**src/rtl/core/mel_pkg.sv**
```systemverilog
// Shared constants, types and helper functions of the expression lexer.
package mel_pkg;

  localparam int MAX_CHARS     = 256;
  localparam int NAME_SLOTS    = 8;
  localparam int MANTISSA_BITS = 40;

  localparam int CP_W    = $clog2(MAX_CHARS + 1);
  localparam int TS_W    = $clog2(MAX_CHARS);
  localparam int LEN_W   = $clog2(NAME_SLOTS + 1);
  localparam int IDX_W   = $clog2(NAME_SLOTS);
  localparam int KIND_W  = 4;
  localparam int CODE_W  = 4;
  localparam int MANT_W  = 40;
  localparam int FRAC_W  = 4;
  localparam int POS_W   = 8;
  localparam int FRAC_MAX = 15;
  localparam int MAX_RES = 3;
  localparam int CNT_W   = $clog2(MAX_RES + 1);

  localparam logic [KIND_W-1:0] KIND_NUMBER   = 4'd0;
  localparam logic [KIND_W-1:0] KIND_OPERATOR = 4'd1;
  localparam logic [KIND_W-1:0] KIND_FUNCTION = 4'd2;
  localparam logic [KIND_W-1:0] KIND_VARIABLE = 4'd3;
  localparam logic [KIND_W-1:0] KIND_LPAREN   = 4'd4;
  localparam logic [KIND_W-1:0] KIND_RPAREN   = 4'd5;
  localparam logic [KIND_W-1:0] KIND_LBRACKET = 4'd6;
  localparam logic [KIND_W-1:0] KIND_RBRACKET = 4'd7;
  localparam logic [KIND_W-1:0] KIND_BAR      = 4'd8;
  localparam logic [KIND_W-1:0] KIND_END      = 4'd9;
  localparam logic [KIND_W-1:0] KIND_ERROR    = 4'd10;

  localparam logic [CODE_W-1:0] OP_PLUS   = 4'd0;
  localparam logic [CODE_W-1:0] OP_MINUS  = 4'd1;
  localparam logic [CODE_W-1:0] OP_TIMES  = 4'd2;
  localparam logic [CODE_W-1:0] OP_DIVIDE = 4'd3;
  localparam logic [CODE_W-1:0] OP_POWER  = 4'd4;

  localparam logic [CODE_W-1:0] FN_ABS    = 4'd0;
  localparam logic [CODE_W-1:0] FN_SIN    = 4'd1;
  localparam logic [CODE_W-1:0] FN_SQRT   = 4'd2;
  localparam logic [CODE_W-1:0] FN_LOG    = 4'd3;
  localparam logic [CODE_W-1:0] FN_COS    = 4'd4;
  localparam logic [CODE_W-1:0] FN_TAN    = 4'd5;
  localparam logic [CODE_W-1:0] FN_EXP    = 4'd6;
  localparam logic [CODE_W-1:0] FN_ENTIER = 4'd7;
  localparam logic [CODE_W-1:0] FN_NEGATE = 4'd8;
  localparam logic [CODE_W-1:0] FN_SINC   = 4'd9;

  localparam logic [CODE_W-1:0] ERR_UNKNOWN_NAME = 4'd0;
  localparam logic [CODE_W-1:0] ERR_SECOND_POINT = 4'd1;
  localparam logic [CODE_W-1:0] ERR_ILLEGAL_CHAR = 4'd2;
  localparam logic [CODE_W-1:0] ERR_OVERFLOW     = 4'd3;

  localparam logic [7:0] CH_NUL        = 8'h00;
  localparam logic [7:0] CH_SPACE      = " ";
  localparam logic [7:0] CH_PLUS       = "+";
  localparam logic [7:0] CH_MINUS      = "-";
  localparam logic [7:0] CH_STAR       = "*";
  localparam logic [7:0] CH_SLASH      = "/";
  localparam logic [7:0] CH_CARET      = "^";
  localparam logic [7:0] CH_LPAREN     = "(";
  localparam logic [7:0] CH_RPAREN     = ")";
  localparam logic [7:0] CH_LBRACKET   = "[";
  localparam logic [7:0] CH_RBRACKET   = "]";
  localparam logic [7:0] CH_BAR        = "|";
  localparam logic [7:0] CH_POINT      = ".";
  localparam logic [7:0] CH_COMMA      = ",";
  localparam logic [7:0] CH_UNDERSCORE = "_";
  localparam logic [7:0] CH_DIGIT_0    = "0";
  localparam logic [7:0] CH_DIGIT_9    = "9";
  localparam logic [7:0] CH_LOWER_A    = "a";
  localparam logic [7:0] CH_LOWER_E    = "e";
  localparam logic [7:0] CH_LOWER_X    = "x";
  localparam logic [7:0] CH_LOWER_Z    = "z";
  localparam logic [7:0] CH_UPPER_A    = "A";
  localparam logic [7:0] CH_UPPER_E    = "E";
  localparam logic [7:0] CH_UPPER_X    = "X";
  localparam logic [7:0] CH_UPPER_Z    = "Z";

  typedef enum logic [4:0] {
    MODE_IDLE   = 5'b00001,
    MODE_NUMBER = 5'b00010,
    MODE_NAME   = 5'b00100,
    MODE_PENDX  = 5'b01000,
    MODE_HALT   = 5'b10000
  } mode_t;

  typedef struct packed {
    logic [KIND_W-1:0] token_kind;
    logic [CODE_W-1:0] token_code;
    logic [MANT_W-1:0] mantissa;
    logic [FRAC_W-1:0] fraction_digits;
    logic [POS_W-1:0]  start_pos;
    logic [POS_W-1:0]  end_pos;
    logic              last_of_run;
  } tok_t;

  typedef struct packed {
    tok_t [MAX_RES-1:0] tok;
    logic [CNT_W-1:0]   count;
  } batch_t;

  typedef logic [NAME_SLOTS-1:0][7:0] name_buf_t;

  typedef struct packed {
    logic              hit;
    logic [CODE_W-1:0] code;
  } name_hit_t;

  localparam int NAME_ENTRIES = 19;
  localparam int NAME_TEXT_W  = 6;

  localparam logic [7:0] NAME_TEXT [NAME_ENTRIES][NAME_TEXT_W] = '{
    '{"a", "b", "s", CH_NUL, CH_NUL, CH_NUL},
    '{"s", "i", "n", CH_NUL, CH_NUL, CH_NUL},
    '{"s", "q", "r", "t", CH_NUL, CH_NUL},
    '{"l", "o", "g", CH_NUL, CH_NUL, CH_NUL},
    '{"c", "o", "s", CH_NUL, CH_NUL, CH_NUL},
    '{"t", "a", "n", CH_NUL, CH_NUL, CH_NUL},
    '{"e", "x", "p", CH_NUL, CH_NUL, CH_NUL},
    '{"e", "n", "t", "i", "e", "r"},
    '{"_", CH_NUL, CH_NUL, CH_NUL, CH_NUL, CH_NUL},
    '{"s", "i", "n", "c", CH_NUL, CH_NUL},
    '{"A", "B", "S", CH_NUL, CH_NUL, CH_NUL},
    '{"S", "I", "N", CH_NUL, CH_NUL, CH_NUL},
    '{"S", "Q", "R", "T", CH_NUL, CH_NUL},
    '{"L", "O", "G", CH_NUL, CH_NUL, CH_NUL},
    '{"C", "O", "S", CH_NUL, CH_NUL, CH_NUL},
    '{"T", "A", "N", CH_NUL, CH_NUL, CH_NUL},
    '{"E", "X", "P", CH_NUL, CH_NUL, CH_NUL},
    '{"E", "N", "T", "I", "E", "R"},
    '{"S", "I", "N", "C", CH_NUL, CH_NUL}
  };

  localparam logic [3:0] NAME_LEN [NAME_ENTRIES] = '{
    4'd3, 4'd3, 4'd4, 4'd3, 4'd3, 4'd3, 4'd3, 4'd6, 4'd1, 4'd4,
    4'd3, 4'd3, 4'd4, 4'd3, 4'd3, 4'd3, 4'd3, 4'd6, 4'd4
  };

  localparam logic [CODE_W-1:0] NAME_CODE [NAME_ENTRIES] = '{
    FN_ABS, FN_SIN, FN_SQRT, FN_LOG, FN_COS, FN_TAN, FN_EXP, FN_ENTIER, FN_NEGATE,
    FN_SINC, FN_ABS, FN_SIN, FN_SQRT, FN_LOG, FN_COS, FN_TAN, FN_EXP, FN_ENTIER,
    FN_SINC
  };

  function automatic logic is_letter(input logic [7:0] c);
    return (c >= CH_LOWER_A && c <= CH_LOWER_Z) || (c >= CH_UPPER_A && c <= CH_UPPER_Z);
  endfunction

  function automatic logic is_digit(input logic [7:0] c);
    return c >= CH_DIGIT_0 && c <= CH_DIGIT_9;
  endfunction

  function automatic tok_t make_tok(input logic [KIND_W-1:0] kind,
                                    input logic [CODE_W-1:0] code,
                                    input logic [MANT_W-1:0] mant,
                                    input logic [FRAC_W-1:0] frac,
                                    input logic [POS_W-1:0]  s,
                                    input logic [POS_W-1:0]  e);
    tok_t t;
    t.token_kind      = kind;
    t.token_code      = code;
    t.mantissa        = mant;
    t.fraction_digits = frac;
    t.start_pos       = s;
    t.end_pos         = e;
    t.last_of_run     = 1'b0;
    return t;
  endfunction

  // Only the first len characters of the buffer take part in the compare.
  function automatic name_hit_t name_lookup(input name_buf_t chars,
                                            input logic [LEN_W-1:0] len);
    name_hit_t r;
    logic      eq;
    r = '0;
    for (int e = 0; e < NAME_ENTRIES; e++) begin
      eq = (len == LEN_W'(NAME_LEN[e]));
      for (int i = 0; i < NAME_TEXT_W; i++) begin
        if (i < int'(NAME_LEN[e]) && chars[i] != NAME_TEXT[e][i]) begin
          eq = 1'b0;
        end
      end
      if (eq) begin
        r.hit  = 1'b1;
        r.code = NAME_CODE[e];
      end
    end
    return r;
  endfunction

endpackage

```
**src/rtl/core/mel_char_if.sv**
```systemverilog
// Character channel of the expression lexer.
interface mel_char_if;
  logic       valid;
  logic       ready;
  logic [7:0] char_code;
  logic       end_of_text;

  modport source (output valid, output char_code, output end_of_text, input ready);
  modport sink (input valid, input char_code, input end_of_text, output ready);
endinterface

```
**src/rtl/core/mel_tok_if.sv**
```systemverilog
// Token channel of the expression lexer.
interface mel_tok_if;
  import mel_pkg::*;

  logic              valid;
  logic              ready;
  logic [KIND_W-1:0] token_kind;
  logic [CODE_W-1:0] token_code;
  logic [MANT_W-1:0] mantissa;
  logic [FRAC_W-1:0] fraction_digits;
  logic [POS_W-1:0]  start_pos;
  logic [POS_W-1:0]  end_pos;
  logic              last_of_run;

  modport source (output valid, output token_kind, output token_code, output mantissa,
                  output fraction_digits, output start_pos, output end_pos,
                  output last_of_run, input ready);
  modport sink (input valid, input token_kind, input token_code, input mantissa,
                input fraction_digits, input start_pos, input end_pos,
                input last_of_run, output ready);
endinterface

```
**src/rtl/core/mel_scan.sv**
```systemverilog
// Input register, scanner state and the combinational token decision per character.
module mel_scan (
  input  logic            clk,
  input  logic            rst,
  mel_char_if.sink        chars,
  output mel_pkg::batch_t batch,
  output logic            batch_valid,
  input  logic            batch_ready
);
  import mel_pkg::*;

  logic       s1_valid;
  logic [7:0] s1_char;
  logic       s1_eot;
  logic       advance;

  mode_t                    mode, mode_next;
  logic [MANTISSA_BITS-1:0] number_value, number_value_next;
  logic [FRAC_W-1:0]        fraction_count, fraction_count_next;
  logic                     point_seen, point_seen_next;
  name_buf_t                name_chars, name_chars_next;
  logic [LEN_W-1:0]         name_length, name_length_next;
  logic [TS_W-1:0]          token_start, token_start_next;
  logic [CP_W-1:0]          char_position, char_position_next;
  logic [7:0]               previous_char, previous_char_next;

  tok_t                     t_close, t_open, t_end;
  logic                     close_v, open_v, end_v;
  tok_t [MAX_RES-1:0]       cand;
  logic [MAX_RES-1:0]       cand_v;
  logic [CNT_W-1:0]         cnt;
  logic                     done;
  logic                     past_end, name_cont, is_x, after_e, num_ovf;
  logic [POS_W-1:0]         pos, pos_prev, last_pos, start_pos;
  logic [3:0]               digit;
  logic [MANTISSA_BITS+3:0] scaled;
  name_hit_t                hit_run, hit_eot;

  assign past_end  = char_position >= CP_W'(MAX_CHARS);
  assign pos       = POS_W'(char_position);
  assign pos_prev  = pos - 1'b1;
  assign last_pos  = past_end ? POS_W'(MAX_CHARS - 1) : pos;
  assign start_pos = POS_W'(token_start);
  assign is_x      = (s1_char == CH_LOWER_X) || (s1_char == CH_UPPER_X);
  assign after_e   = (previous_char == CH_LOWER_E) || (previous_char == CH_UPPER_E);
  assign name_cont = is_letter(s1_char) && !(is_x && !after_e) &&
                     (previous_char != CH_UNDERSCORE);
  assign digit     = s1_char[3:0];
  assign scaled    = ({4'b0000, number_value} << 3) + ({4'b0000, number_value} << 1) +
                     (MANTISSA_BITS + 4)'(digit);
  assign num_ovf   = |scaled[MANTISSA_BITS+3:MANTISSA_BITS];

  always_comb begin
    mode_next           = mode;
    number_value_next   = number_value;
    fraction_count_next = fraction_count;
    point_seen_next     = point_seen;
    name_chars_next     = name_chars;
    name_length_next    = name_length;
    token_start_next    = token_start;
    char_position_next  = char_position;
    previous_char_next  = previous_char;
    t_close = '0;
    t_open  = '0;
    t_end   = '0;
    close_v = 1'b0;
    open_v  = 1'b0;
    end_v   = 1'b0;
    hit_run = '0;
    hit_eot = '0;
    done    = 1'b0;

    if (mode != MODE_HALT && past_end) begin
      t_close   = make_tok(KIND_ERROR, ERR_OVERFLOW, '0, '0, last_pos, last_pos);
      close_v   = 1'b1;
      mode_next = MODE_HALT;
    end
    if (mode_next == MODE_HALT) begin
      done = 1'b1;
    end

    // A pending x becomes the first letter of a name when a letter follows.
    if (!done && mode_next == MODE_PENDX) begin
      if (is_letter(s1_char)) begin
        name_chars_next[0] = previous_char;
        name_length_next   = LEN_W'(1);
        mode_next          = MODE_NAME;
      end else begin
        t_close   = make_tok(KIND_VARIABLE, '0, '0, '0, start_pos, start_pos);
        close_v   = 1'b1;
        mode_next = MODE_IDLE;
      end
    end

    if (!done && mode_next == MODE_NAME) begin
      if (name_cont) begin
        if (name_length_next >= LEN_W'(NAME_SLOTS)) begin
          t_close   = make_tok(KIND_ERROR, ERR_OVERFLOW, '0, '0, start_pos, pos);
          close_v   = 1'b1;
          mode_next = MODE_HALT;
        end else begin
          name_chars_next[name_length_next[IDX_W-1:0]] = s1_char;
          name_length_next = name_length_next + 1'b1;
        end
        done = 1'b1;
      end else begin
        hit_run = name_lookup(name_chars_next, name_length_next);
        close_v = 1'b1;
        if (hit_run.hit) begin
          t_close   = make_tok(KIND_FUNCTION, hit_run.code, '0, '0, start_pos, pos_prev);
          mode_next = MODE_IDLE;
        end else begin
          t_close   = make_tok(KIND_ERROR, ERR_UNKNOWN_NAME, '0, '0, start_pos, pos_prev);
          mode_next = MODE_HALT;
          done      = 1'b1;
        end
      end
    end

    if (!done && mode_next == MODE_NUMBER) begin
      if (is_digit(s1_char)) begin
        if (num_ovf || (point_seen && fraction_count == FRAC_W'(FRAC_MAX))) begin
          t_close   = make_tok(KIND_ERROR, ERR_OVERFLOW, '0, '0, start_pos, pos);
          close_v   = 1'b1;
          mode_next = MODE_HALT;
        end else begin
          number_value_next = scaled[MANTISSA_BITS-1:0];
          if (point_seen) begin
            fraction_count_next = fraction_count + 1'b1;
          end
        end
        done = 1'b1;
      end else if (s1_char == CH_POINT || s1_char == CH_COMMA) begin
        if (point_seen) begin
          t_close   = make_tok(KIND_ERROR, ERR_SECOND_POINT, '0, '0, pos, pos);
          close_v   = 1'b1;
          mode_next = MODE_HALT;
        end else begin
          point_seen_next = 1'b1;
        end
        done = 1'b1;
      end else begin
        t_close   = make_tok(KIND_NUMBER, '0, MANT_W'(number_value), fraction_count,
                             start_pos, pos_prev);
        close_v   = 1'b1;
        mode_next = MODE_IDLE;
      end
    end

    if (!done && mode_next == MODE_IDLE) begin
      case (s1_char)
        CH_SPACE: begin
        end
        CH_PLUS: begin
          t_open = make_tok(KIND_OPERATOR, OP_PLUS, '0, '0, pos, pos);
          open_v = 1'b1;
        end
        CH_MINUS: begin
          t_open = make_tok(KIND_OPERATOR, OP_MINUS, '0, '0, pos, pos);
          open_v = 1'b1;
        end
        CH_STAR: begin
          t_open = make_tok(KIND_OPERATOR, OP_TIMES, '0, '0, pos, pos);
          open_v = 1'b1;
        end
        CH_SLASH: begin
          t_open = make_tok(KIND_OPERATOR, OP_DIVIDE, '0, '0, pos, pos);
          open_v = 1'b1;
        end
        CH_CARET: begin
          t_open = make_tok(KIND_OPERATOR, OP_POWER, '0, '0, pos, pos);
          open_v = 1'b1;
        end
        CH_LPAREN: begin
          t_open = make_tok(KIND_LPAREN, '0, '0, '0, pos, pos);
          open_v = 1'b1;
        end
        CH_RPAREN: begin
          t_open = make_tok(KIND_RPAREN, '0, '0, '0, pos, pos);
          open_v = 1'b1;
        end
        CH_LBRACKET: begin
          t_open = make_tok(KIND_LBRACKET, '0, '0, '0, pos, pos);
          open_v = 1'b1;
        end
        CH_RBRACKET: begin
          t_open = make_tok(KIND_RBRACKET, '0, '0, '0, pos, pos);
          open_v = 1'b1;
        end
        CH_BAR: begin
          t_open = make_tok(KIND_BAR, '0, '0, '0, pos, pos);
          open_v = 1'b1;
        end
        default: begin
          token_start_next = TS_W'(char_position);
          if (is_digit(s1_char)) begin
            number_value_next   = MANTISSA_BITS'(digit);
            fraction_count_next = '0;
            point_seen_next     = 1'b0;
            mode_next           = MODE_NUMBER;
          end else if (is_x) begin
            mode_next = MODE_PENDX;
          end else if (is_letter(s1_char) || s1_char == CH_UNDERSCORE) begin
            name_chars_next[0] = s1_char;
            name_length_next   = LEN_W'(1);
            mode_next          = MODE_NAME;
          end else begin
            t_open    = make_tok(KIND_ERROR, ERR_ILLEGAL_CHAR, '0, '0, pos, pos);
            open_v    = 1'b1;
            mode_next = MODE_HALT;
          end
        end
      endcase
    end

    // The final character closes any open token and rearms the scanner.
    if (s1_eot) begin
      case (mode_next)
        MODE_NUMBER: begin
          t_open = make_tok(KIND_NUMBER, '0, MANT_W'(number_value_next), fraction_count_next,
                            POS_W'(token_start_next), last_pos);
          open_v = 1'b1;
        end
        MODE_NAME: begin
          hit_eot = name_lookup(name_chars_next, name_length_next);
          open_v  = 1'b1;
          if (hit_eot.hit) begin
            t_open = make_tok(KIND_FUNCTION, hit_eot.code, '0, '0,
                              POS_W'(token_start_next), last_pos);
          end else begin
            t_open = make_tok(KIND_ERROR, ERR_UNKNOWN_NAME, '0, '0,
                              POS_W'(token_start_next), last_pos);
          end
        end
        MODE_PENDX: begin
          t_open = make_tok(KIND_VARIABLE, '0, '0, '0, POS_W'(token_start_next),
                            POS_W'(token_start_next));
          open_v = 1'b1;
        end
        default: begin
        end
      endcase
      t_end               = make_tok(KIND_END, '0, '0, '0, last_pos, last_pos);
      end_v               = 1'b1;
      mode_next           = MODE_IDLE;
      number_value_next   = '0;
      fraction_count_next = '0;
      point_seen_next     = 1'b0;
      name_length_next    = '0;
      token_start_next    = '0;
      char_position_next  = '0;
      previous_char_next  = '0;
    end else begin
      previous_char_next = s1_char;
      if (!past_end) begin
        char_position_next = char_position + 1'b1;
      end
    end
  end

  assign cand   = {t_end, t_open, t_close};
  assign cand_v = {end_v, open_v, close_v};

  always_comb begin
    batch = '0;
    cnt   = '0;
    for (int k = 0; k < MAX_RES; k++) begin
      if (cand_v[k]) begin
        batch.tok[cnt] = cand[k];
        cnt = cnt + 1'b1;
      end
    end
    if (cnt != '0) begin
      batch.tok[cnt - 1'b1].last_of_run = 1'b1;
    end
    batch.count = cnt;
  end

  assign batch_valid = s1_valid && (batch.count != '0);
  assign advance     = s1_valid && ((batch.count == '0) || batch_ready);
  assign chars.ready = !s1_valid || advance;

  always_ff @(posedge clk) begin
    if (rst) begin
      s1_valid       <= 1'b0;
      mode           <= MODE_IDLE;
      number_value   <= '0;
      fraction_count <= '0;
      point_seen     <= 1'b0;
      name_length    <= '0;
      token_start    <= '0;
      char_position  <= '0;
      previous_char  <= '0;
    end else begin
      if (chars.ready) begin
        s1_valid <= chars.valid;
      end
      if (advance) begin
        mode           <= mode_next;
        number_value   <= number_value_next;
        fraction_count <= fraction_count_next;
        point_seen     <= point_seen_next;
        name_length    <= name_length_next;
        token_start    <= token_start_next;
        char_position  <= char_position_next;
        previous_char  <= previous_char_next;
      end
    end
  end

  always_ff @(posedge clk) begin
    if (chars.valid && chars.ready) begin
      s1_char <= chars.char_code;
      s1_eot  <= chars.end_of_text;
    end
    if (advance) begin
      name_chars <= name_chars_next;
    end
  end

  a_halt_silent: assert property (@(posedge clk) disable iff (rst)
    s1_valid && mode == MODE_HALT && !s1_eot |-> batch.count == '0)
    else $error("scanner produced a token after an error");

  a_eot_rearm: assert property (@(posedge clk) disable iff (rst)
    advance && s1_eot |=> mode == MODE_IDLE && char_position == '0)
    else $error("scanner not rearmed after the final character");

  a_name_len: assert property (@(posedge clk) disable iff (rst)
    mode == MODE_NAME |-> name_length != '0 && name_length <= LEN_W'(NAME_SLOTS))
    else $error("name length out of range while a name is open");

endmodule

```
**src/rtl/core/mel_queue.sv**
```systemverilog
// Result buffer: holds the tokens of one character and hands them out one per transaction.
module mel_queue (
  input  logic            clk,
  input  logic            rst,
  input  mel_pkg::batch_t batch,
  input  logic            batch_valid,
  output logic            batch_ready,
  mel_tok_if.source       tokens
);
  import mel_pkg::*;

  tok_t [MAX_RES-1:0] slots;
  logic [CNT_W-1:0]   count;
  logic               pop;
  logic               load;

  assign pop         = (count != '0) && tokens.ready;
  assign batch_ready = (count == '0) || ((count == CNT_W'(1)) && tokens.ready);
  assign load        = batch_valid && batch_ready;

  always_ff @(posedge clk) begin
    if (rst) begin
      count <= '0;
    end else if (load) begin
      count <= batch.count;
    end else if (pop) begin
      count <= count - 1'b1;
    end
  end

  always_ff @(posedge clk) begin
    if (load) begin
      slots <= batch.tok;
    end else if (pop) begin
      for (int k = 0; k < MAX_RES - 1; k++) begin
        slots[k] <= slots[k+1];
      end
    end
  end

  assign tokens.valid           = count != '0;
  assign tokens.token_kind      = slots[0].token_kind;
  assign tokens.token_code      = slots[0].token_code;
  assign tokens.mantissa        = slots[0].mantissa;
  assign tokens.fraction_digits = slots[0].fraction_digits;
  assign tokens.start_pos       = slots[0].start_pos;
  assign tokens.end_pos         = slots[0].end_pos;
  assign tokens.last_of_run     = slots[0].last_of_run;

  a_last_flag: assert property (@(posedge clk) disable iff (rst)
    count != '0 |-> slots[0].last_of_run == (count == CNT_W'(1)))
    else $error("last_of_run does not match the buffer fill");

  a_shift: assert property (@(posedge clk) disable iff (rst)
    pop && !load && count > CNT_W'(1) |=> slots[0] == $past(slots[1]))
    else $error("buffer did not advance to the next token");

  a_load: assert property (@(posedge clk) disable iff (rst)
    load |=> count == $past(batch.count) && count != '0)
    else $error("buffer fill wrong after a load");

endmodule

```
**src/rtl/core/math_expression_lexer_top.sv**
```systemverilog
// Top level of the expression lexer: character stream in, token stream out.
//
//   Port    Dir  Carries                                        Transaction
//   chars   in   char_code, end_of_text                         one character
//   tokens  out  token_kind, token_code, mantissa,              one token
//                fraction_digits, start_pos, end_pos, last_of_run
//
// A character is decided in the cycle after it is taken, so one character per cycle is
// accepted while each character yields at most one token and tokens.ready stays high.
// A character that yields two or three tokens holds the input while the result buffer
// drains them, one token per cycle while tokens.ready is high.
// Reset is synchronous and returns the scanner to the start of an expression.
// Tokens wait in the result buffer while tokens.ready is low; characters that yield no
// token keep flowing meanwhile.
module math_expression_lexer_top (
  input  logic      clk,
  input  logic      rst,
  mel_char_if.sink  chars,
  mel_tok_if.source tokens
);
  import mel_pkg::*;

  batch_t batch;
  logic   batch_valid;
  logic   batch_ready;

  mel_scan u_scan (
    .clk         (clk),
    .rst         (rst),
    .chars       (chars),
    .batch       (batch),
    .batch_valid (batch_valid),
    .batch_ready (batch_ready)
  );

  mel_queue u_queue (
    .clk         (clk),
    .rst         (rst),
    .batch       (batch),
    .batch_valid (batch_valid),
    .batch_ready (batch_ready),
    .tokens      (tokens)
  );

endmodule
```
**src/flat_wrapper.sv**
```systemverilog
// flat-port wrapper written by rule: the top's interface ports become plain ports
module math_expression_lexer_top_flat import mel_pkg::*;
  (clk, rst, chars_valid, chars_char_code, chars_end_of_text, chars_ready, tokens_valid, tokens_token_kind, tokens_token_code, tokens_mantissa, tokens_fraction_digits, tokens_start_pos, tokens_end_pos, tokens_last_of_run, tokens_ready);
  mel_char_if chars_i ();
  mel_tok_if tokens_i ();
  input  logic clk;
  input  logic rst;
  input wire logic [$bits(chars_i.valid)-1:0] chars_valid;
  input wire logic [$bits(chars_i.char_code)-1:0] chars_char_code;
  input wire logic [$bits(chars_i.end_of_text)-1:0] chars_end_of_text;
  output wire logic [$bits(chars_i.ready)-1:0] chars_ready;
  output wire logic [$bits(tokens_i.valid)-1:0] tokens_valid;
  output wire logic [$bits(tokens_i.token_kind)-1:0] tokens_token_kind;
  output wire logic [$bits(tokens_i.token_code)-1:0] tokens_token_code;
  output wire logic [$bits(tokens_i.mantissa)-1:0] tokens_mantissa;
  output wire logic [$bits(tokens_i.fraction_digits)-1:0] tokens_fraction_digits;
  output wire logic [$bits(tokens_i.start_pos)-1:0] tokens_start_pos;
  output wire logic [$bits(tokens_i.end_pos)-1:0] tokens_end_pos;
  output wire logic [$bits(tokens_i.last_of_run)-1:0] tokens_last_of_run;
  input wire logic [$bits(tokens_i.ready)-1:0] tokens_ready;
  assign chars_i.valid = chars_valid;
  assign chars_i.char_code = chars_char_code;
  assign chars_i.end_of_text = chars_end_of_text;
  assign chars_ready = chars_i.ready;
  assign tokens_valid = tokens_i.valid;
  assign tokens_token_kind = tokens_i.token_kind;
  assign tokens_token_code = tokens_i.token_code;
  assign tokens_mantissa = tokens_i.mantissa;
  assign tokens_fraction_digits = tokens_i.fraction_digits;
  assign tokens_start_pos = tokens_i.start_pos;
  assign tokens_end_pos = tokens_i.end_pos;
  assign tokens_last_of_run = tokens_i.last_of_run;
  assign tokens_i.ready = tokens_ready;
  math_expression_lexer_top u_core (.clk(clk), .rst(rst), .chars(chars_i), .tokens(tokens_i));
endmodule
```
**config.mk**
```make
export PLATFORM = sky130hd
export DESIGN_NAME = math_expression_lexer_top_flat
export DESIGN_NICKNAME = d
export VERILOG_FILES = /design/src/rtl/core/mel_pkg.sv /design/src/rtl/core/mel_char_if.sv /design/src/rtl/core/mel_tok_if.sv /design/src/rtl/core/mel_scan.sv /design/src/rtl/core/mel_queue.sv /design/src/rtl/core/math_expression_lexer_top.sv /design/src/flat_wrapper.sv
export SDC_FILE = /design/constraint.sdc
export NUM_CORES = 1
export LEC_CHECK = 0
export ABC_CLOCK_PERIOD_IN_PS = 8200
export BUFFER_PORTS_ARGS = -buffer_cell sky130_fd_sc_hd__buf_2
export CELL_PAD_IN_SITES_DETAIL_PLACEMENT = 0
export CELL_PAD_IN_SITES_GLOBAL_PLACEMENT = 2
export CORE_UTILIZATION = 35
export CTS_BUF_LIST = sky130_fd_sc_hd__clkbuf_2
export CTS_CLUSTER_SIZE = 14
export DETAILED_ROUTE_END_ITERATION = 7
export PLACE_DENSITY = 0.8
export SLEW_MARGIN = 20
export SYNTH_ARGS = -nofsm -noshare
export SYNTH_HDL_FRONTEND = slang
export SYNTH_SLANG_ARGS = --single-unit
export TNS_END_PERCENT = 1
```
**constraint.sdc**
```tcl
create_clock -name clk -period 8.2 [get_ports clk]
set_clock_uncertainty 0.1 [all_clocks]
set_input_delay 1.64 -clock clk [delete_from_list [all_inputs] [get_ports clk]]
set_output_delay 1.64 -clock clk [all_outputs]
set_load 0.02 [all_outputs]
```
==> results.json, run 1 <==
{
  "cp.arrival_ns": 6.19,
  "period_needed_ns": 7.93,
  "final_cells": 3184,
  "globalplace.congestion": 0.933,
  "worst_slew_pin_slew_ns": 1.14,
  "status": "complete, no violations",
  "hold_viol": 0,
  "core_mm2": 0.0563,
  "numClockSinks": 287,
  "die_h_um": 241,
  "dieArea_mm2": 0.0579,
  "finalSetupViolations": 0,
  "cts_root_buf": "clkbuf_2",
  "wl_per_cell_um": 22.7,
  "post-dp-hpwl_mm": 52.1,
  "syn2layout_area_growth_pct": 11.0,
  "antenna_found_initial": 1,
  "crit_fanout": 6,
  "period_share": 0.967,
  "worstSetupPathType": "reg -> out",
  "route.vias.total": 18299,
  "final_max_slew_viol_count": 0,
  "synth-edff-count": 205,
  "initial_core_util": 0.354,
  "fillers": 5790,
  "powerDensity_mw_per_mm2": 220,
  "maxSlewHeadroom": 0.238,
  "required_ns": 6.46,
  "io_pins": 84,
  "cts_tree": "yes",
  "synthCells": 2261,
  "detail-route-antenna-nets": 0,
  "rows": 87,
  "io_buffers": 83,
  "power_mw": 4.86,
  "ys.flop_type": "edfxtp_1",
  "cts_made_buffers": 87,
  "drv_cap": 0,
  "syn_area_mm2": 0.0199,
  "clk_pin_slew_ns": 0.10,
  "grt_remaining_overflow": 0,
  "hold_path.class": "reg -> reg",
  "regArea_mm2": 0.00780,
  "dp.cells": 2997,
  "end_kind": "primary output",
  "synth_top_cell_by_area": "edfxtp_1",
  "power.leakage_nw": 8.16,
  "grt_pass1_wl_mm": 108,
  "ys_top_cells_by_area": "edfxtp_1 31%, dfxtp_1 8.2%, ha_1 5.7%",
  "synth_top_area_frac": 0.309,
  "routed_wl_mm": 72.1,
  "drtIter0Drc": 1654,
  "track_usage": 0.247,
  "ys_seq_area_frac": 0.391,
  "fin_nets": 2458,
  "viasPerCell": 5.75,
  "grt_pass1_vias": 17360,
  "synthArstFlopShare": 0,
  "clk_latency_ns": 1.09,
  "grt_max_degree": 76,
  "synth-warning-count": 0,
  "clockBufferDepth": 3,
  "multi_input_area_mm2": 0.0113,
  "peakVddDrop_mv": 0.168,
  "syn-mean-instance-area_um2": 8.81,
  "yosysUniqueCellTypes": 115,
  "max_freq_mhz": 126,
  "first_pass_iters": 5,
  "startpoint_type": "flip-flop",
  "drc": 0,
  "drive_gt1_frac": 0.179,
  "h-tree-depth": 3,
  "ys_ff_latch": 287,
  "die_w_um": 241,
  "hold_buffers": 0
}
registers in the layout, indices dropped and copies added, names as in the netlist, 2 cells and up:
signal,flops
u_core.u_queue.tokens.token_code,4
u_core.u_scan.name_length,4
u_core.u_queue.tokens.mantissa,40
u_core.u_queue.count,2
u_core.u_queue.tokens.token_kind,4
u_core.u_scan.number_value,40
u_core.u_scan.fraction_count,4
u_core.u_scan.previous_char,8
u_core.u_scan.s1_char,8
u_core.u_scan.char_position,9
u_core.u_queue.tokens.end_pos,8
u_core.u_queue.tokens.start_pos,8
u_core.u_queue.tokens.fraction_digits,4
u_core.u_queue.slots,79
u_core.u_scan.mode,5
u_core.u_scan.start_pos,8
u_core.u_scan.name_chars,48
power breakdown:
| group | leakage (nW) | switching [mW] | internal (mW) |
|---|---|---|---|
| sequential | 2.50 | 0.125 | 2.01 |
| combinational | 5.04 | 1.12 | 0.448 |
| clock | 0.621 | 0.697 | 0.463 |
metal layers:
layer,track usage,share of wire,vias up
li1,-,-,8615
met1,0.356,0.48,8934
met2,0.373,0.43,627
met3,0.0365,0.058,123
met4,0.0851,0.026,0
met5,0,0,-
cell families after synthesis:
group / Yosys count / synth area share
buffers and inverters: 257 / 0.0636
and+or+nand+nor: 844 / 0.207
other: 1 / 0.000188
xor gates and xnor gates: 50 / 0.0220
muxes: 52 / 0.0276
adders and majority gates: 93 / 0.0592
AOI/OAI and AO/OA: 677 / 0.229
DFF: 287 / 0.391
cell usage after synthesis (all sizes together), types with 25 or more instances:
cell type  number
a22oi          99
xnor2          25
dfxtp          82
a31oi          35
a21oi         170
nor3           61
buf            98
nand2b         25
clkbuf        101
nor4           30
nor2          279
edfxtp        205
ha             91
inv            55
nand3          46
nand4          33
o21ai         158
xor2           25
mux2i          29
nand2         215
final cells by class:
class,instances,area share
Clock inverter,33,0.00786
Clock buffer,130,0.0294
Sequential cell,287,0.353
Timing Repair Buffer,161,0.0460
Tap cell,756,0.0428
Multi-Input combinational cell,1757,0.511
Antenna cell,2,0.000226
Inverter,58,0.0102
through the flow:
stage               utilization  hold WS, ns  setup slack [ns]  instance area, um2  setup TNS, ns
finish                    0.393        0.364             0.267               22100              0
global route              0.393        0.425           -0.0925               22100        -0.0925
CTS                       0.389        0.378            0.0162               21900              0
detailed placement        0.371        0.387             0.669               20900              0
global placement          0.371        0.373             0.759               20900              0
floorplan                     -        0.362            0.0176               20100              0
layout by cell type (no fill, tap or decap), drive strengths merged, types with 25 or more instances in the layout:
cell type | Yosys | final
buf | 98 | 161
clkbuf | 101 | 130
clkinv | 3 | 31
nor4 | 30 | 30
edfxtp | 205 | 205
a31oi | 35 | 35
a22oi | 99 | 99
xor2 | 25 | 25
inv | 55 | 56
nand4 | 33 | 33
ha | 91 | 91
conb | 1 | 40
nand2 | 215 | 215
mux2i | 29 | 29
xnor2 | 25 | 25
nand3 | 46 | 46
dfxtp | 82 | 82
nand2b | 25 | 25
a21oi | 170 | 170
o21ai | 158 | 158
nor2 | 279 | 279
nor3 | 61 | 61
what timing repair did:
item | in CTS | in global routing
pin swaps | 5 | 17
gates resized for setup | 22 | 28
setup endpoints to repair | 1 | 1
buffers inserted | 12 | 9
cloned | 0 | 1
final timing paths:
kind                             start                                 end  slack (ns)  cells after the start
max           u_core.u_scan.s1_char[0]                         chars_ready        0.27                     24
min          u_core.u_queue.slots[113]  u_core.u_queue.tokens.mantissa[23]        0.36                      2
max reg2reg   u_core.u_scan.s1_char[0]      u_core.u_scan.number_value[10]        1.23                     32
min reg2reg  u_core.u_queue.slots[113]  u_core.u_queue.tokens.mantissa[23]        0.36                      2
worst max-delay path: stages (launching register included):
cell	delay (ns)
edfxtp_1	0.42
or4_4	0.56
o22a_1	0.22
nand2_1	0.09
nand2_1	0.12
inv_2	0.10
ha_1	0.17
nor4bb_2	0.24
nand4_1	0.16
a211oi_2	0.26
buf_4	0.15
a32oi_1	0.06
o32ai_2	0.15
buf_4	0.20
a32oi_2	0.11
a31oi_2	0.34
o21ai_0	0.15
and4_1	0.24
a211o_4	0.38
ha_4	0.32
nor3_2	0.06
a21oi_2	0.17
and2_4	0.17
nand2_1	0.06
buf_2	0.18
No activity file was read; power rests on OpenSTA's default activity.
==> run 2, diff against run 1 <==
--- a/config.mk
+++ b/config.mk
@@ -14,4 +14,5 @@
 export CTS_CLUSTER_SIZE = 14
 export DETAILED_ROUTE_END_ITERATION = 7
+export GPL_ROUTABILITY_DRIVEN = 0
 export PLACE_DENSITY = 0.8
 export SLEW_MARGIN = 20
==> constraint.sdc (replaced) <==
create_clock -name clk -period 8.2 [get_ports clk]
set_clock_uncertainty 0.1 [all_clocks]
set_input_delay 1.64 -clock clk [delete_from_list [all_inputs] [get_ports clk]]
set_output_delay 1.64 -clock clk [all_outputs]
set_load 0.01 [all_outputs]
==> results.json, run 2 (synthesis results as in run 1) <==
{
  "switchingPower_mw": 1.77,
  "final_cells": 3164,
  "pwr-share-comb": 0.302,
  "timing.hold.ws_ns": 0.402,
  "initial_core_util": 0.354,
  "met3_usage": 0.0381,
  "clockBufferDepth": 3,
  "post-dp-hpwl_mm": 47.5,
  "worst_slew_pin_slew_ns": 1.09,
  "final_core_util": 0.391,
  "power.leakage_nw": 8.05,
  "regMostFlops": "u_core.u_queue.slots",
  "largest_register_ffs": 79,
  "met1_usage": 0.332,
  "worstSetupPathType": "reg -> out",
  "final_common_cell": "nor2_1",
  "dpl_cell_area_mm2": 0.0208,
  "cts_root_buf": "clkbuf_2",
  "power_mw": 4.64,
  "maxSlewHeadroom": 0.273,
  "dp.cells": 2990,
  "cts_made_buffers": 83,
  "numClockSinks": 287,
  "hp-start": "u_core.u_scan.fraction_count[1]",
  "syn2layout_area_growth_pct": 10.3,
  "drtIter0Drc": 1675,
  "io_pins": 84,
  "drive_gt1_frac": 0.174,
  "track_usage": 0.231,
  "first_pass_iters": 6,
  "clk_latency_ns": 1.10,
  "hold_path.class": "reg -> reg",
  "die_w_um": 241,
  "reg2reg_depth": 27,
  "fillers": 5786,
  "detail-route-antenna-nets": 0,
  "r2r_setup_slack_ns": 1.45,
  "required_ns": 6.46,
  "fin_area_mm2": 0.0220,
  "grt_pass1_wl_mm": 103,
  "core_mm2": 0.0563,
  "die_h_um": 241,
  "tns_ns": 0,
  "max_freq_mhz": 126,
  "end_kind": "primary output",
  "cp.arrival_ns": 6.20,
  "powerDensity_mw_per_mm2": 211,
  "hold_viol": 0,
  "met2_usage": 0.342,
  "dieArea_mm2": 0.0579,
  "grt_max_degree": 140,
  "drc": 0,
  "viasPerCell": 5.74,
  "finalWorstSetupSlack_ns": 0.263,
  "r2r-start": "u_core.u_scan.s1_char[3]",
  "dp_slack_ns": 0.599,
  "top_usage_layer": "met2",
  "cts_tree": "yes",
  "switching_share": 0.382,
  "startpoint_type": "flip-flop",
  "routed_wl_mm": 67.2,
  "whs_path_depth": 2,
  "p_clk_frac": 0.238,
  "fin_nets": 2446,
  "drv_cap": 0,
  "period_share": 0.968,
  "status": "complete, no violations",
  "route.vias.total": 18176,
  "hold-path-endpoint": "u_core.u_scan.fraction_count[1]",
  "reg2reg_to": "u_core.u_queue.tokens.start_pos[3]",
  "finalSetupViolations": 0,
  "io_buffers": 83,
  "rows": 87,
  "seqPwrFrac": 0.460,
  "wl_per_cell_um": 21.3,
  "crit_fanout": 11,
  "clk_pin_slew_ns": 0.10,
  "antenna_found_initial": 1,
  "peakVddDrop_mv": 0.388,
  "p_int_mw": 2.87,
  "final_max_slew_viol_count": 0,
  "period_needed_ns": 7.94,
  "layout_common_cells": "274 x nor2_1, 213 x nand2_1, 205 x edfxtp_1, 164 x a21oi_1, 132 x o21ai_0",
  "grt_remaining_overflow": 0,
  "grt_pass1_vias": 17306,
  "top_regs": "u_core.u_queue.slots (79), u_core.u_scan.name_chars (48)",
  "h-tree-depth": 3
}
[run 2: changes by cell type in the layout (fill, tap and decap cells not counted), moves of 2 or more]
cell,before,now
buf_4,76,68
clkbuf_2,130,122
a21oi_2,8,5
nor4_2,1,4
a21oi_1,162,164
ha_2,0,2
nor4_1,28,26
o21ai_0,134,132
o21ai_1,21,23
[run 2: power by group through the flow]
stage / clock, mW / sequential (mW) / combinational (mW)
floorplan: 0 / 2.13 / 1.04
global placement: 0 / 2.17 / 1.34
detailed placement: 0 / 2.17 / 1.36
CTS: 1.15 / 2.14 / 1.38
global route: 1.22 / 2.17 / 1.54
finish: 1.10 / 2.14 / 1.40
[run 2: critical path, cell delays in order (launching register included)]
cell	delay, ns
edfxtp_1	0.51
or4_4	0.55
o22ai_4	0.14
nor2_1	0.09
nor2_1	0.13
buf_4	0.17
ha_1	0.17
nand4b_1	0.14
or4_1	0.54
nor2_1	0.14
a31oi_1	0.22
o311a_4	0.27
buf_4	0.16
a22oi_2	0.32
nor2b_1	0.10
and4_1	0.24
a211o_4	0.34
ha_4	0.32
nor3_2	0.05
a21oi_2	0.15
and2_4	0.19
nand2_1	0.07
buf_2	0.16
[run 2: how the worst max path moves through the flow]
stage          cells after the start  slack (ns)                   endpoint                     start
2_1_floorplan                     28        0.02  u_core.u_queue.slots[100]  u_core.u_scan.s1_char[2]
3_3_place_gp                      20        0.74                chars_ready  u_core.u_scan.s1_char[3]
3_5_place_dp                      20        0.60                chars_ready  u_core.u_scan.s1_char[3]
4_1_cts                           20        0.03                chars_ready  u_core.u_scan.s1_char[3]
5_1_grt                           24       -0.07                chars_ready  u_core.u_scan.s1_char[3]
6_report                          22        0.26                chars_ready  u_core.u_scan.s1_char[3]
[run 2: per-layer routing]
| metal | part of all wire | vias up |
|---|---|---|
| met5 | 0 | - |
| met4 | 0.028 | 0 |
| met3 | 0.066 | 119 |
| met2 | 0.43 | 727 |
| met1 | 0.48 | 8754 |
| li1 | - | 8576 |
[run 2: layout make-up]
type / instances / area [um2] / area share
multi-input combinational: 1757 / 11300 / 0.514
inverter: 58 / 225 / 0.0102
sequential: 287 / 7800 / 0.355
timing repair buffer: 153 / 957 / 0.0436
clock buffer: 122 / 611 / 0.0278
clock inverter: 30 / 149 / 0.00677
tap: 756 / 946 / 0.0430
antenna: 1 / 2.50 / 0.000114
[run 2: repair_timing]
action	in CTS	in global routing
setup buffers	8	12
hold buffers	0	0
resized for setup	25	26
setup endpoints to repair	1	1
gates cloned	1	0
pin swaps	5	21
==> run 3, diff against run 2 <==
CORE_ASPECT_RATIO = 0.7   (was unset)
==> results.json, run 3 (synthesis results as in run 1) <==
{
  "status": "complete, no violations",
  "r2r-start": "u_core.u_scan.s1_char[2]",
  "finalSetupViolations": 0,
  "syn2layout_area_growth_pct": 10.1,
  "antenna_found_initial": 3,
  "startpoint_type": "flip-flop",
  "viasPerCell": 5.90,
  "hold_viol": 0,
  "drv_cap": 0,
  "clockBufferDepth": 3,
  "route.vias.total": 18512,
  "period_share": 0.970,
  "layout_common_cells": "272 x nor2_1, 210 x nand2_1, 205 x edfxtp_1, 160 x a21oi_1, 133 x o21ai_0",
  "cts_tree": "yes",
  "dpl_cell_area_mm2": 0.0208,
  "cts_root_buf": "clkbuf_2",
  "post-dp-hpwl_mm": 51.1,
  "period_needed_ns": 7.95,
  "power.leakage_nw": 8.00,
  "crit_fanout": 6,
  "reg2reg_to": "u_core.u_scan.fraction_count[0]",
  "core_mm2": 0.0558,
  "fin_area_mm2": 0.0219,
  "initial_core_util": 0.357,
  "regMostFlops": "u_core.u_queue.slots",
  "die_w_um": 287,
  "io_pins": 84,
  "max_freq_mhz": 126,
  "fillers": 5689,
  "whs_path_depth": 2,
  "hp-start": "u_core.u_scan.fraction_count[1]",
  "peakVddDrop_mv": 0.181,
  "drtIter0Drc": 2306,
  "grt_pass1_vias": 17226,
  "numClockSinks": 287,
  "grt_max_degree": 106,
  "largest_register_ffs": 79,
  "routed_wl_mm": 71.1,
  "end_kind": "primary output",
  "powerDensity_mw_per_mm2": 212,
  "rows": 72,
  "hold-path-endpoint": "u_core.u_scan.fraction_count[1]",
  "final_max_slew_viol_count": 0,
  "io_buffers": 83,
  "first_pass_iters": 5,
  "drive_gt1_frac": 0.169,
  "reg2reg_depth": 27,
  "power_mw": 4.66,
  "hold_path.class": "reg -> reg",
  "top_regs": "u_core.u_queue.slots (79), u_core.u_scan.name_chars (48)",
  "dieArea_mm2": 0.0579,
  "detail-route-antenna-nets": 0,
  "required_ns": 6.46,
  "clk_latency_ns": 1.12,
  "grt_remaining_overflow": 0,
  "maxSlewHeadroom": 0.251,
  "h-tree-depth": 3,
  "cts_made_buffers": 78,
  "cp.arrival_ns": 6.21,
  "worst_slew_pin_slew_ns": 1.12,
  "die_h_um": 202,
  "track_usage": 0.242,
  "r2r_setup_slack_ns": 1.31,
  "worstSetupPathType": "reg -> out",
  "drc": 0,
  "grt_pass1_wl_mm": 107,
  "wl_per_cell_um": 22.7,
  "fin_nets": 2434,
  "final_common_cell": "nor2_1",
  "clk_pin_slew_ns": 0.09
}
run 3: what timing repair did:
action / in CTS / in global routing
cloned: 0 / 0
hold buffers: 0 / 0
pin swaps: 11 / 16
setup buffers: 8 / 8
setup endpoints to repair: 1 / 1
gates resized for setup: 30 / 34
run 3: area by class of cell:
| class | instances | area (um2) | share of cell area |
|---|---|---|---|
| Timing Repair Buffer | 147 | 918 | 0.0419 |
| Inverter | 58 | 228 | 0.0104 |
| Clock inverter | 39 | 200 | 0.00913 |
| Multi-Input combinational cell | 1756 | 11300 | 0.516 |
| Clock buffer | 107 | 536 | 0.0244 |
| Tap cell | 740 | 926 | 0.0422 |
| Antenna cell | 2 | 5.00 | 0.000228 |
| Sequential cell | 287 | 7800 | 0.356 |
run 3: critical path, stage by stage, from the launching register on:
cell	delay, ns
edfxtp_1	0.43
buf_4	0.16
ha_1	0.27
ha_1	0.26
inv_1	0.08
fa_1	0.41
nand2b_4	0.18
a211oi_4	0.25
o21ai_2	0.12
and2_1	0.18
a311o_1	0.35
o21ai_2	0.19
or2_1	0.15
o21ai_1	0.12
o311a_1	0.43
and4_1	0.16
buf_4	0.15
a211o_4	0.33
ha_4	0.33
nor3_4	0.05
a21oi_2	0.13
and2_4	0.17
nand2_2	0.09
buf_6	0.17
run 3: layer usage:
metal / vias to the layer above / routed length, um / global-route usage
li1: 8567 / - / -
met1: 8939 / 35200 / 0.380
met2: 880 / 26700 / 0.307
met3: 122 / 7650 / 0.0730
met4: 4 / 1460 / 0.0636
met5: - / 85 / 0.0100
run 3: per-stage QoR:
stage | hold WS (ns) | utilization | setup WS (ns) | TNS [ns] | cells
2_1_floorplan | 0.362 | - | 0.0176 | 0 | 2300
3_3_place_gp | 0.374 | 0.373 | 0.554 | 0 | 2973
3_5_place_dp | 0.388 | 0.373 | 0.479 | 0 | 2973
4_1_cts | 0.398 | 0.389 | 0.0359 | 0 | 3127
5_1_grt | 0.431 | 0.393 | -0.0151 | -0.0151 | 3135
6_report | 0.399 | 0.393 | 0.246 | 0 | 3136
run 3: worst max-delay path by stage:
stage | to | slack [ns] | from
5_1_grt | chars_ready | -0.02 | u_core.u_scan.s1_char[2]
6_report | chars_ready | 0.25 | u_core.u_scan.s1_char[2]
3_3_place_gp | chars_ready | 0.55 | u_core.u_scan.s1_char[3]
3_5_place_dp | chars_ready | 0.48 | u_core.u_scan.s1_char[3]
4_1_cts | chars_ready | 0.04 | u_core.u_scan.s1_char[3]
2_1_floorplan | u_core.u_queue.slots[100] | 0.02 | u_core.u_scan.s1_char[2]
run 3: power breakdown:
group	internal (mW)	leakage [nW]	switching (mW)	total (mW)
combinational	0.430	4.97	1.01	1.44
clock	0.397	0.532	0.695	1.09
sequential	2.01	2.50	0.119	2.12
total	2.83	8.00	1.83	4.66
